--- src/mcpi_pkg.sv ---
// Shared types and constants for the motor current PI controller.
package mcpi_pkg;

  // Operating modes
  typedef enum logic [1:0] {
    MODE_IDLE  = 2'd0,
    MODE_FIXED = 2'd1,
    MODE_TUNE  = 2'd2,
    MODE_TRACK = 2'd3
  } mode_t;

  // Configuration register indexes
  localparam int CFG_IDX_W  = 2;
  localparam int CFG_DATA_W = 16;
  typedef enum logic [CFG_IDX_W-1:0] {
    CFG_MODE = 2'd0,
    CFG_DUTY = 2'd1,
    CFG_KP   = 2'd2,
    CFG_KI   = 2'd3
  } cfg_idx_t;

  // Field widths
  localparam int CUR_W  = 13;
  localparam int ERR_W  = CUR_W + 1;
  localparam int DUTY_W = 8;
  localparam int GAIN_W = 16;
  localparam int INT_W  = 32;
  localparam int CMP_W  = 12;
  localparam int MAG_W  = 7;
  localparam int PKP_W  = GAIN_W + ERR_W;
  localparam int PKI_W  = GAIN_W + INT_W;
  localparam int SUM_W  = PKI_W + 1;
  localparam int QSH    = 8;

  // Limits
  localparam int PCT_FULL = 100;
  localparam logic signed [DUTY_W-1:0] DUTY_HI = 8'sd100;
  localparam logic signed [DUTY_W-1:0] DUTY_LO = -8'sd100;
  localparam logic [CMP_W-1:0] CMP_MAX = 12'd4095;

  // Square-wave levels in tune mode, mA
  localparam logic signed [CUR_W-1:0] TUNE_HI = 13'sd200;
  localparam logic signed [CUR_W-1:0] TUNE_LO = -13'sd200;

  // Configuration registers
  typedef struct packed {
    mode_t                     mode;
    logic signed [DUTY_W-1:0]  duty_cycle;
    logic signed [GAIN_W-1:0]  kp_gain;
    logic signed [GAIN_W-1:0]  ki_gain;
  } cfg_t;

  // Stage between the PI products and the drive output
  typedef struct packed {
    logic                      upd;
    logic                      use_pi;
    logic                      log_vld;
    logic signed [DUTY_W-1:0]  duty;
    logic signed [CUR_W-1:0]   log_ref;
    logic signed [CUR_W-1:0]   log_sens;
    logic signed [PKP_W-1:0]   p_kp;
    logic signed [PKI_W-1:0]   p_ki;
  } law_t;

endpackage

--- src/mcpi_cfg.sv ---
// Configuration register file of the motor current PI controller.
module mcpi_cfg (
  input  logic                              clk,
  input  logic                              rst_n,
  input  logic                              cfg_we,
  input  logic [mcpi_pkg::CFG_IDX_W-1:0]    cfg_index,
  input  logic [mcpi_pkg::CFG_DATA_W-1:0]   cfg_data,
  output mcpi_pkg::cfg_t                    cfg,
  output logic                              cfg_clr
);
  import mcpi_pkg::*;

  cfg_t cfg_r;
  cfg_t cfg_nxt;

  // Decode a write; every listed register write also clears the integral
  always_comb begin
    cfg_nxt = cfg_r;
    if (cfg_we) begin
      unique case (cfg_idx_t'(cfg_index))
        CFG_MODE: cfg_nxt.mode       = mode_t'(cfg_data[1:0]);
        CFG_DUTY: cfg_nxt.duty_cycle = cfg_data[DUTY_W-1:0];
        CFG_KP:   cfg_nxt.kp_gain    = cfg_data[GAIN_W-1:0];
        CFG_KI:   cfg_nxt.ki_gain    = cfg_data[GAIN_W-1:0];
      endcase
    end
  end

  always_ff @(posedge clk) begin
    if (!rst_n) begin
      cfg_r <= '{mode: MODE_IDLE, duty_cycle: '0, kp_gain: '0, ki_gain: '0};
    end else begin
      cfg_r <= cfg_nxt;
    end
  end

  assign cfg     = cfg_r;
  assign cfg_clr = cfg_we;

endmodule

--- src/mcpi_law.sv ---
// Input register, integral and square-wave state, and PI gain products.
module mcpi_law #(
  parameter int HALF_WAVE_TICKS = 25
) (
  input  logic                               clk,
  input  logic                               rst_n,
  input  mcpi_pkg::cfg_t                     cfg,
  input  logic                               cfg_clr,
  input  logic                               in_valid,
  output logic                               in_ready,
  input  logic signed [mcpi_pkg::CUR_W-1:0]  in_sensed_current,
  input  logic signed [mcpi_pkg::CUR_W-1:0]  in_reference_current,
  input  logic                               in_storing_data,
  input  logic                               in_clear_integral,
  input  logic                               drv_take,
  output logic                               law_valid,
  output mcpi_pkg::law_t                     law
);
  import mcpi_pkg::*;

  localparam int PH_W = (2 * HALF_WAVE_TICKS > 2) ? $clog2(2 * HALF_WAVE_TICKS) : 1;
  localparam logic [PH_W-1:0] PH_LAST = PH_W'(2 * HALF_WAVE_TICKS - 1);
  localparam logic [PH_W-1:0] PH_HALF = PH_W'(HALF_WAVE_TICKS);

  // Input request register
  logic                     s0_v_r;
  logic signed [CUR_W-1:0]  sens_r;
  logic signed [CUR_W-1:0]  ref_r;
  logic                     store_r;
  logic                     clr_r;

  // Controller state
  logic signed [INT_W-1:0]  integral_r;
  logic signed [INT_W-1:0]  integral_nxt;
  logic [PH_W-1:0]          phase_r;
  logic [PH_W-1:0]          phase_nxt;

  // Product stage
  logic   s1_v_r;
  law_t   s1_r;
  law_t   s1_nxt;

  logic                     s1_free;
  logic                     s0_move;
  logic signed [INT_W-1:0]  base;
  logic [PH_W-1:0]          phase_inc;
  logic signed [CUR_W-1:0]  pi_ref;
  logic signed [ERR_W-1:0]  err;
  logic [INT_W:0]           acc_wide;
  logic signed [INT_W-1:0]  acc;
  logic                     run_pi;
  logic                     tune_on;
  logic signed [DUTY_W-1:0] duty_sat;

  // Handshake
  assign s1_free  = !s1_v_r || drv_take;
  assign s0_move  = s0_v_r && s1_free;
  assign in_ready = !s0_v_r || s1_free;

  // Integral base, square-wave phase and error
  assign base      = clr_r ? '0 : integral_r;
  assign phase_inc = (phase_r == PH_LAST) ? '0 : phase_r + 1'b1;
  assign tune_on   = (cfg.mode == MODE_TUNE) && store_r;
  assign run_pi    = (cfg.mode == MODE_TRACK) || tune_on;
  assign pi_ref    = (cfg.mode == MODE_TUNE) ?
                     ((phase_inc < PH_HALF) ? TUNE_HI : TUNE_LO) : ref_r;
  assign err       = {pi_ref[CUR_W-1], pi_ref} - {sens_r[CUR_W-1], sens_r};

  // Saturating integral update
  assign acc_wide = {base[INT_W-1], base} + {{(INT_W+1-ERR_W){err[ERR_W-1]}}, err};
  always_comb begin
    if (acc_wide[INT_W] != acc_wide[INT_W-1]) begin
      acc = acc_wide[INT_W] ? {1'b1, {(INT_W-1){1'b0}}} : {1'b0, {(INT_W-1){1'b1}}};
    end else begin
      acc = acc_wide[INT_W-1:0];
    end
  end

  // Fixed duty limited to full scale
  always_comb begin
    if (cfg.duty_cycle > DUTY_HI) begin
      duty_sat = DUTY_HI;
    end else if (cfg.duty_cycle < DUTY_LO) begin
      duty_sat = DUTY_LO;
    end else begin
      duty_sat = cfg.duty_cycle;
    end
  end

  // Per-mode control word and gain products
  always_comb begin
    s1_nxt          = '0;
    s1_nxt.p_kp     = cfg.kp_gain * err;
    s1_nxt.p_ki     = cfg.ki_gain * acc;
    s1_nxt.log_ref  = pi_ref;
    s1_nxt.log_sens = sens_r;
    unique case (cfg.mode)
      MODE_IDLE: begin
        s1_nxt.upd  = 1'b1;
      end
      MODE_FIXED: begin
        s1_nxt.upd  = 1'b1;
        s1_nxt.duty = duty_sat;
      end
      MODE_TUNE: begin
        s1_nxt.upd     = store_r;
        s1_nxt.use_pi  = store_r;
        s1_nxt.log_vld = store_r;
      end
      MODE_TRACK: begin
        s1_nxt.upd    = 1'b1;
        s1_nxt.use_pi = 1'b1;
      end
    endcase
  end

  // State advance when a request leaves the input register
  assign integral_nxt = run_pi ? acc : base;
  assign phase_nxt    = tune_on ? phase_inc : phase_r;

  always_ff @(posedge clk) begin
    if (!rst_n) begin
      s0_v_r     <= 1'b0;
      s1_v_r     <= 1'b0;
      integral_r <= '0;
      phase_r    <= PH_LAST;
    end else begin
      if (in_ready) begin
        s0_v_r <= in_valid;
      end
      if (s1_free) begin
        s1_v_r <= s0_v_r;
      end
      if (cfg_clr) begin
        integral_r <= '0;
      end else if (s0_move) begin
        integral_r <= integral_nxt;
      end
      if (s0_move) begin
        phase_r <= phase_nxt;
      end
    end
  end

  // Payload registers
  always_ff @(posedge clk) begin
    if (in_valid && in_ready) begin
      sens_r  <= in_sensed_current;
      ref_r   <= in_reference_current;
      store_r <= in_storing_data;
      clr_r   <= in_clear_integral;
    end
    if (s0_move) begin
      s1_r <= s1_nxt;
    end
  end

  assign law_valid = s1_v_r;
  assign law       = s1_r;

`ifndef SYNTHESIS
  a_phase_range: assert property (@(posedge clk) disable iff (!rst_n)
    phase_r <= PH_LAST)
    else $error("square-wave phase out of range");

  a_integral_hold: assert property (@(posedge clk) disable iff (!rst_n)
    (!s0_move && !cfg_clr) |=> $stable(integral_r))
    else $error("integral changed without a request");

  a_phase_only_tune: assert property (@(posedge clk) disable iff (!rst_n)
    (s0_move && !tune_on) |=> $stable(phase_r))
    else $error("phase advanced outside tune storing");
`endif

endmodule

--- src/mcpi_drive.sv ---
// Scale and limit the PI sum, map duty to PWM compare, hold the result.
module mcpi_drive #(
  parameter int PWM_PERIOD = 4000
) (
  input  logic                                 clk,
  input  logic                                 rst_n,
  input  logic                                 law_valid,
  input  mcpi_pkg::law_t                       law,
  output logic                                 drv_take,
  output logic                                 out_valid,
  input  logic                                 out_ready,
  output logic                                 out_pwm_update,
  output logic [mcpi_pkg::CMP_W-1:0]           out_pwm_compare,
  output logic                                 out_direction,
  output logic                                 out_log_valid,
  output logic signed [mcpi_pkg::CUR_W-1:0]    out_log_reference,
  output logic signed [mcpi_pkg::CUR_W-1:0]    out_log_sensor,
  output logic signed [mcpi_pkg::DUTY_W-1:0]   out_log_control
);
  import mcpi_pkg::*;

  localparam int TAB_N = 2 ** MAG_W;

  logic [CMP_W-1:0] cmp_tab [TAB_N];

  // Compare per duty magnitude, worked out at elaboration
  for (genvar g = 0; g < TAB_N; g++) begin : g_cmp
    localparam int Pct = (g > PCT_FULL) ? PCT_FULL : g;
    localparam int Raw = (Pct * PWM_PERIOD) / PCT_FULL;
    assign cmp_tab[g] = (Raw > int'(CMP_MAX)) ? CMP_MAX : CMP_W'(Raw);
  end

  logic                      out_valid_r;
  logic                      upd_r;
  logic [CMP_W-1:0]          cmp_r;
  logic                      dir_r;
  logic                      log_vld_r;
  logic signed [CUR_W-1:0]   log_ref_r;
  logic signed [CUR_W-1:0]   log_sens_r;
  logic signed [DUTY_W-1:0]  log_ctl_r;

  logic signed [SUM_W-1:0]       sum;
  logic signed [SUM_W-QSH-1:0]   quo;
  logic signed [DUTY_W-1:0]      u_pi;
  logic signed [DUTY_W-1:0]      u;
  logic [DUTY_W-1:0]             u_abs;
  logic [MAG_W-1:0]              mag;

  assign drv_take = !out_valid_r || out_ready;

  // PI sum divided by 256, truncated toward zero
  assign sum = {{(SUM_W-PKP_W){law.p_kp[PKP_W-1]}}, law.p_kp} +
               {{(SUM_W-PKI_W){law.p_ki[PKI_W-1]}}, law.p_ki};
  assign quo = sum[SUM_W-1:QSH] +
               {{(SUM_W-QSH-1){1'b0}}, (sum[SUM_W-1] && (|sum[QSH-1:0]))};

  // Clamp to full scale
  always_comb begin
    if (quo > (SUM_W-QSH)'(PCT_FULL)) begin
      u_pi = DUTY_HI;
    end else if (quo < -(SUM_W-QSH)'(PCT_FULL)) begin
      u_pi = DUTY_LO;
    end else begin
      u_pi = quo[DUTY_W-1:0];
    end
  end

  assign u     = law.use_pi ? u_pi : law.duty;
  assign u_abs = u[DUTY_W-1] ? -u : u;
  assign mag   = u_abs[MAG_W-1:0];

  always_ff @(posedge clk) begin
    if (!rst_n) begin
      out_valid_r <= 1'b0;
    end else if (drv_take) begin
      out_valid_r <= law_valid;
    end
  end

  // Result register; unused fields read as zero
  always_ff @(posedge clk) begin
    if (law_valid && drv_take) begin
      upd_r      <= law.upd;
      cmp_r      <= law.upd ? cmp_tab[mag] : '0;
      dir_r      <= law.upd && !u[DUTY_W-1];
      log_vld_r  <= law.log_vld;
      log_ref_r  <= law.log_vld ? law.log_ref : '0;
      log_sens_r <= law.log_vld ? law.log_sens : '0;
      log_ctl_r  <= law.log_vld ? u : '0;
    end
  end

  assign out_valid         = out_valid_r;
  assign out_pwm_update    = upd_r;
  assign out_pwm_compare   = cmp_r;
  assign out_direction     = dir_r;
  assign out_log_valid     = log_vld_r;
  assign out_log_reference = log_ref_r;
  assign out_log_sensor    = log_sens_r;
  assign out_log_control   = log_ctl_r;

`ifndef SYNTHESIS
  a_no_update_zero: assert property (@(posedge clk) disable iff (!rst_n)
    (out_valid_r && !upd_r) |-> (cmp_r == '0 && !dir_r && !log_vld_r))
    else $error("idle result carries drive data");

  a_log_implies_update: assert property (@(posedge clk) disable iff (!rst_n)
    (out_valid_r && log_vld_r) |-> upd_r)
    else $error("log record without PWM update");
`endif

endmodule

--- src/motor_current_pi_controller_unit.sv ---
// Top level of the motor current PI controller.
//
//   channel | ports                          | moves
//   --------+--------------------------------+---------------------------------
//   input   | in_valid / in_ready            | one control tick request
//   result  | out_valid / out_ready          | PWM compare, direction, log data
//   config  | cfg_we, cfg_index, cfg_data    | register write, no wait
//
// A request passes the input register, which loads at acceptance, then the PI
// product and result registers. One request is accepted every cycle unless the
// output stalls; the saturating integral adder is the widest single-cycle loop,
// and the gain products follow it in the same cycle. Synchronous active-low
// reset clears valids and integral and sets the square phase to its last step.
// A stalled output holds the pipeline back stage by stage; no request is lost.
module motor_current_pi_controller_unit #(
  parameter int PWM_PERIOD      = 4000,
  parameter int HALF_WAVE_TICKS = 25
) (
  input  logic                                 clk,
  input  logic                                 rst_n,
  input  logic                                 cfg_we,
  input  logic [mcpi_pkg::CFG_IDX_W-1:0]       cfg_index,
  input  logic [mcpi_pkg::CFG_DATA_W-1:0]      cfg_data,
  input  logic                                 in_valid,
  output logic                                 in_ready,
  input  logic signed [mcpi_pkg::CUR_W-1:0]    in_sensed_current,
  input  logic signed [mcpi_pkg::CUR_W-1:0]    in_reference_current,
  input  logic                                 in_storing_data,
  input  logic                                 in_clear_integral,
  output logic                                 out_valid,
  input  logic                                 out_ready,
  output logic                                 out_pwm_update,
  output logic [mcpi_pkg::CMP_W-1:0]           out_pwm_compare,
  output logic                                 out_direction,
  output logic                                 out_log_valid,
  output logic signed [mcpi_pkg::CUR_W-1:0]    out_log_reference,
  output logic signed [mcpi_pkg::CUR_W-1:0]    out_log_sensor,
  output logic signed [mcpi_pkg::DUTY_W-1:0]   out_log_control
);
  import mcpi_pkg::*;

  cfg_t  cfg;
  logic  cfg_clr;
  logic  drv_take;
  logic  law_valid;
  law_t  law;

  mcpi_cfg u_cfg (
    .clk       (clk),
    .rst_n     (rst_n),
    .cfg_we    (cfg_we),
    .cfg_index (cfg_index),
    .cfg_data  (cfg_data),
    .cfg       (cfg),
    .cfg_clr   (cfg_clr)
  );

  mcpi_law #(
    .HALF_WAVE_TICKS (HALF_WAVE_TICKS)
  ) u_law (
    .clk                  (clk),
    .rst_n                (rst_n),
    .cfg                  (cfg),
    .cfg_clr              (cfg_clr),
    .in_valid             (in_valid),
    .in_ready             (in_ready),
    .in_sensed_current    (in_sensed_current),
    .in_reference_current (in_reference_current),
    .in_storing_data      (in_storing_data),
    .in_clear_integral    (in_clear_integral),
    .drv_take             (drv_take),
    .law_valid            (law_valid),
    .law                  (law)
  );

  mcpi_drive #(
    .PWM_PERIOD (PWM_PERIOD)
  ) u_drive (
    .clk               (clk),
    .rst_n             (rst_n),
    .law_valid         (law_valid),
    .law               (law),
    .drv_take          (drv_take),
    .out_valid         (out_valid),
    .out_ready         (out_ready),
    .out_pwm_update    (out_pwm_update),
    .out_pwm_compare   (out_pwm_compare),
    .out_direction     (out_direction),
    .out_log_valid     (out_log_valid),
    .out_log_reference (out_log_reference),
    .out_log_sensor    (out_log_sensor),
    .out_log_control   (out_log_control)
  );

endmodule

--- config.mk ---
export PLATFORM = sky130hd
export DESIGN_NAME = motor_current_pi_controller_unit
export DESIGN_NICKNAME = d
export VERILOG_FILES = /design/src/mcpi_pkg.sv /design/src/mcpi_cfg.sv /design/src/mcpi_law.sv /design/src/mcpi_drive.sv /design/src/motor_current_pi_controller_unit.sv
export SDC_FILE = /design/constraint.sdc
export NUM_CORES = 2
export LEC_CHECK = 0
export ABC_CLOCK_PERIOD_IN_PS = 33100
export BUFFER_PORTS_ARGS = -buffer_cell sky130_fd_sc_hd__clkbuf_2
export CAP_MARGIN = 0
export CELL_PAD_IN_SITES_DETAIL_PLACEMENT = 0
export CELL_PAD_IN_SITES_GLOBAL_PLACEMENT = 1
export CORE_ASPECT_RATIO = 1.4
export CORE_UTILIZATION = 45
export CTS_CLUSTER_SIZE = 8
export DETAILED_ROUTE_END_ITERATION = 10
export PLACE_DENSITY_LB_ADDON = 0.05
export SETUP_SLACK_MARGIN = 0.1
export SLEW_MARGIN = 15
export SYNTH_ARGS = -nofsm -noshare
export SYNTH_HDL_FRONTEND = slang
export SYNTH_SLANG_ARGS = --single-unit
--- constraint.sdc ---
create_clock -name clk -period 33.1 [get_ports clk]
set_clock_uncertainty 0.1 [all_clocks]
set_input_delay 9.93 -clock clk [delete_from_list [all_inputs] [get_ports clk]]
set_output_delay 9.93 -clock clk [all_outputs]
set_load 0.01 [all_outputs]
==> Implementation_results.wiki <==
{| class="wikitable"
! Metric !! Value
|-
| Status || complete, no violations
|-
| Main combinational cell family by area after synthesis || adder cells
|-
| Die Height || 369 um
|-
| Global-route met3 utilization || approximately 1.6%
|-
| Sequential share of power || 17.5%
|-
| Post-synth cell types || 109
|-
| Series of cell instances along the critical path || clkbuf_2 -> nor2b_1 -> nand3_1 -> clkbuf_2
|-
| Sort of element at the start of the critical path || primary input
|-
| Final setup violating endpoints || 0
|-
| Pin count of the biggest net entering global routing || 78
|-
| Switching power share of the total || 50.0%
|-
| Simple-Gate Fraction of Synth Area || a little under a fifth
|-
| Post-synthesis area per instance || 9.23 um^2
|-
| Standard cell with the maximum stage delay on the critical path || sky130_fd_sc_hd__nor2b_1
|-
| Number of H-tree branching levels || 2
|-
| Clock tree from TritonCTS || done
|-
| Peak fanout along the critical path || 6
|-
| Number of standard-cell rows in the floorplan || 134
|-
| Count of unresolved DRC violations after routing || 0
|-
| Final hold violation count || 0
|-
| Synthesis-to-finish area growth || 6.79%
|-
| Count of antenna diodes in the layout || 0
|-
| Clock Power Share || 16.0%
|-
| Clock-pin slew reported for the worst setup and hold paths after clock tree synthesis || ~0.050 ns
|-
| Largest stage delay on the critical path || 0.58 ns
|-
| NumNets Final || 5,748
|-
| First-pass GRT wire length || about 190,000 um
|-
| Mux contribution to synthesized area || 0.418%
|-
| Sequential standard cell area || 7350 um^2
|-
| Number of gates given a new drive strength after cts || 0
|-
| Relative max-transition margin || 28.8%
|-
| Total setup buffers inserted after CTS || 0
|-
| Cts bufs inserted || between 40 and 50
|-
| Total area of multi-input combinational cells || 32,200 um^2
|-
| Post-Synth XOR/XNOR Area || between 3 and 4%
|-
| Hold-fix buffer count after cts || 0
|-
| Share of total power in combinational logic || 66.5%
|-
| Total congestion overflow || 0
|-
| Warnings, synthesis || 0
|-
| Layer carrying the most global-route usage || met2
|-
| Path category of the worst min-delay check || reg -> reg
|-
| Maximum buffer depth of the clock tree || 3
|-
| Synthesized instance count || roughly 4.7k
|-
| CP most frequent cell || sky130_fd_sc_hd__clkbuf_2
|-
| Leakage Power || 0.0215 uW
|-
| Global-route track usage on met1 || 28.7%
|-
| Total instance count after detailed placement || 5,883
|-
| TritonCTS Sinks || 272
|-
| Crit share post-route || 63.3%
|-
| Slew at the pin with the worst max-slew slack || 1.07 ns
|-
| Pre-antenna DRT Iters || 5
|-
| Placed wire-length estimate after detailed placement || approximately 94,000 um
|-
| Setup TNS after final layout || 0 ns
|-
| Antenna-violating nets left || 0
|-
| Global Route met2 Usage || 47.0%
|-
| Core region area || about 95,000 um^2
|-
| Async set-reset flop share out of synthesis || 0%
|-
| Weighted congestion reported at the end of routability-driven placement || 0.844
|-
| RSZ-0062 raised after global routing || no
|-
| Power density over the cells || 55.1 nW/um^2
|-
| Vias after detailed routing || 31.9k
|-
| IO Port Bufs || 98
|-
| Synth Cell Area || between 40,000 and 50,000 um^2
|-
| Post-synthesis compound-gate area fraction || 10.5%
|-
| Non-filler instance count after layout || 5,946
|-
| Req. time, crit path || approximately 23 ns
|-
| Design internal power || 1280 uW
|-
| Reported net switching power || 1280 uW
|-
| Peak supply drop || 0.0572 mV
|-
| Max Freq || about 48 MHz
|-
| Share of layout cells above drive strength 1 || under 10%
|-
| Max-Cap Viols || 0
|-
| Chip width || 264 um
|-
| Antenna violations before repair || 0
|-
| Capturing element type of the critical path || primary output
|-
| Filler cells || about 9k
|-
| Routed length per instance || 19.6 um
|-
| Drt first-iter violations || roughly 1.6k
|-
| Vias per Instance || about 5.4
|-
| All-layer global routing usage || 24.4%
|-
| Boundary Pins || 102
|-
| Most used DFF post-synth || sky130_fd_sc_hd__edfxtp_1
|-
| Overall die area || 97,600 um^2
|-
| Root cell of the clock tree || sky130_fd_sc_hd__clkbuf_16
|-
| Worst setup path category || in -> out
|-
| Max Slew Vio Count || 0
|-
| Number of flops mapped to enable cells by yosys || 189
|-
| Minimum clock period || 20.97 ns
|-
| Initial Util || 45.5%
|-
| Drt total wl || 117,000 um
|-
| Arrival time at the worst endpoint || 10.94 ns
|-
| Sequential fraction of the synthesis area || 16.9%
|-
| Adder-cell area share of the yosys netlist || 41.5%
|-
| Via count of the first global-routing pass || about 34k
|-
| Clock network latency to the later pin of the worst-skew pair || 0.59 ns
|-
| Register bit total from synthesis || 272
|}
power groups by stage:
stage / Combinational, uW / Clock (uW) / Sequential (uW)
6_report: 1700 / 410 / 446
5_1_grt: 1890 / 432 / 449
4_1_cts: 1720 / 421 / 447
3_5_place_dp: 1710 / 0 / 453
3_3_place_gp: 1700 / 0 / 453
2_1_floorplan: 1200 / 0 / 444
cell type report:
class                   count  area share [%]
clock buffers              58            2.35
inverters                 828            6.71
multi-input cells        3405            69.5
repair buffers            154            1.97
clock inverters             5           0.273
well taps                1224            3.31
flip-flops and latches    272            15.9
state kept, by name (all words and copies together) (netlist names), 6 cells and up:
signal,cells
u_cfg.cfg,42
u_drive.out_log_control,8
u_drive.out_log_reference,13
u_drive.out_log_sensor,13
u_drive.out_pwm_compare,9
u_law.integral_r,32
u_law.law,115
u_law.phase_r,6
u_law.ref_r,13
u_law.sens_r,13
critical path: cells and delay by family:
family,cells,cell delay (ns)
simple gates,2,0.76
buf+inv,2,0.24
cells in the final DEF, fill, tap and decap left out, types with 29 or more instances in the layout:
master                      instances
sky130_fd_sc_hd__ha_1             287
sky130_fd_sc_hd__and3_1            32
sky130_fd_sc_hd__nand2b_1          38
sky130_fd_sc_hd__nor3_1            59
sky130_fd_sc_hd__o21bai_1          29
sky130_fd_sc_hd__o21ai_0          101
sky130_fd_sc_hd__a21oi_1          149
sky130_fd_sc_hd__and2_1           381
sky130_fd_sc_hd__a21o_1            56
sky130_fd_sc_hd__buf_4             56
sky130_fd_sc_hd__o21a_1            33
sky130_fd_sc_hd__dfxtp_1           76
sky130_fd_sc_hd__a21boi_0          43
sky130_fd_sc_hd__clkbuf_2          98
sky130_fd_sc_hd__nand3_1           64
sky130_fd_sc_hd__nand2_1          540
sky130_fd_sc_hd__inv_1            826
sky130_fd_sc_hd__nor2_1           167
sky130_fd_sc_hd__nand4_1           33
sky130_fd_sc_hd__fa_1             708
sky130_fd_sc_hd__xor2_1            33
sky130_fd_sc_hd__edfxtp_1         189
sky130_fd_sc_hd__xnor2_1          141
sky130_fd_sc_hd__clkbuf_16         41
sky130_fd_sc_hd__nor2b_1           84
cells by family after synthesis:
| logic type | Yosys count |
|---|---|
| DFF | 272 |
| buffers and inverters | 1026 |
| AOI/OAI and AO/OA | 654 |
| and+or+nand+nor | 1534 |
| xor gates and xnor gates | 176 |
| adders and majority gates | 1020 |
| muxes | 18 |
| other | 1 |
synthesized netlist by cell type, drive strengths merged (8+ instances only):
master | count | share of area [%]
a2111oi | 8 | 0.18
a211oi | 22 | 0.41
a21boi | 46 | 0.80
a21o | 57 | 0.99
a21oi | 150 | 1.7
a221o | 23 | 0.53
a31oi | 20 | 0.29
and2 | 383 | 5.5
and3 | 32 | 0.46
buf | 21 | 0.29
clkbuf | 177 | 1.5
dfxtp | 83 | 3.8
edfxtp | 189 | 13
fa | 708 | 33
ha | 287 | 8.3
inv | 827 | 7.2
maj3 | 25 | 0.58
mux2i | 17 | 0.39
nand2 | 540 | 4.7
nand2b | 38 | 0.55
nand3 | 64 | 0.74
nand3b | 11 | 0.19
nand4 | 33 | 0.48
nor2 | 170 | 1.5
nor2b | 86 | 1.2
nor3 | 59 | 0.68
nor3b | 10 | 0.18
nor4 | 21 | 0.30
o211ai | 23 | 0.40
o21a | 34 | 0.61
o21ai | 112 | 1.3
o21bai | 29 | 0.50
o311ai | 8 | 0.18
o31ai | 14 | 0.25
o41ai | 11 | 0.24
or2 | 27 | 0.40
or3 | 25 | 0.38
or4 | 9 | 0.17
xnor2 | 141 | 2.8
xor2 | 35 | 0.71
final timing paths:
path / depth (start not counted) / slack (ns) / endpoint / from
min reg2reg: 2 / 0.33 / u_law.integral_r[6] / u_law.integral_r[6]
max: 4 / 12.13 / in_ready / out_ready
min: 2 / 0.33 / u_law.integral_r[6] / u_law.integral_r[6]
max reg2reg: 58 / 17.85 / u_law.law[46] / u_law.phase_r[0]
routing by layer:
metal,wire length [um],vias to the layer above
met2,64200,451
li1,-,15065
met1,46300,16230
met3,2480,128
met5,0,-
met4,3590,0
metrics by stage:
stage	total power (uW)	instance area [um^2]	setup WS [ns]	hold slack (ns)	utilization, %
2_1_floorplan	1640	43400	12.71	0.308	-
3_3_place_gp	2160	45100	12.18	0.319	47.3
3_5_place_dp	2170	45100	12.14	0.323	47.3
4_1_cts	2590	46300	12.14	0.331	48.6
5_1_grt	2770	46300	12.10	0.349	48.6
6_report	2550	46300	12.13	0.329	48.6
Note: power is estimated with default switching activity, not from simulation.
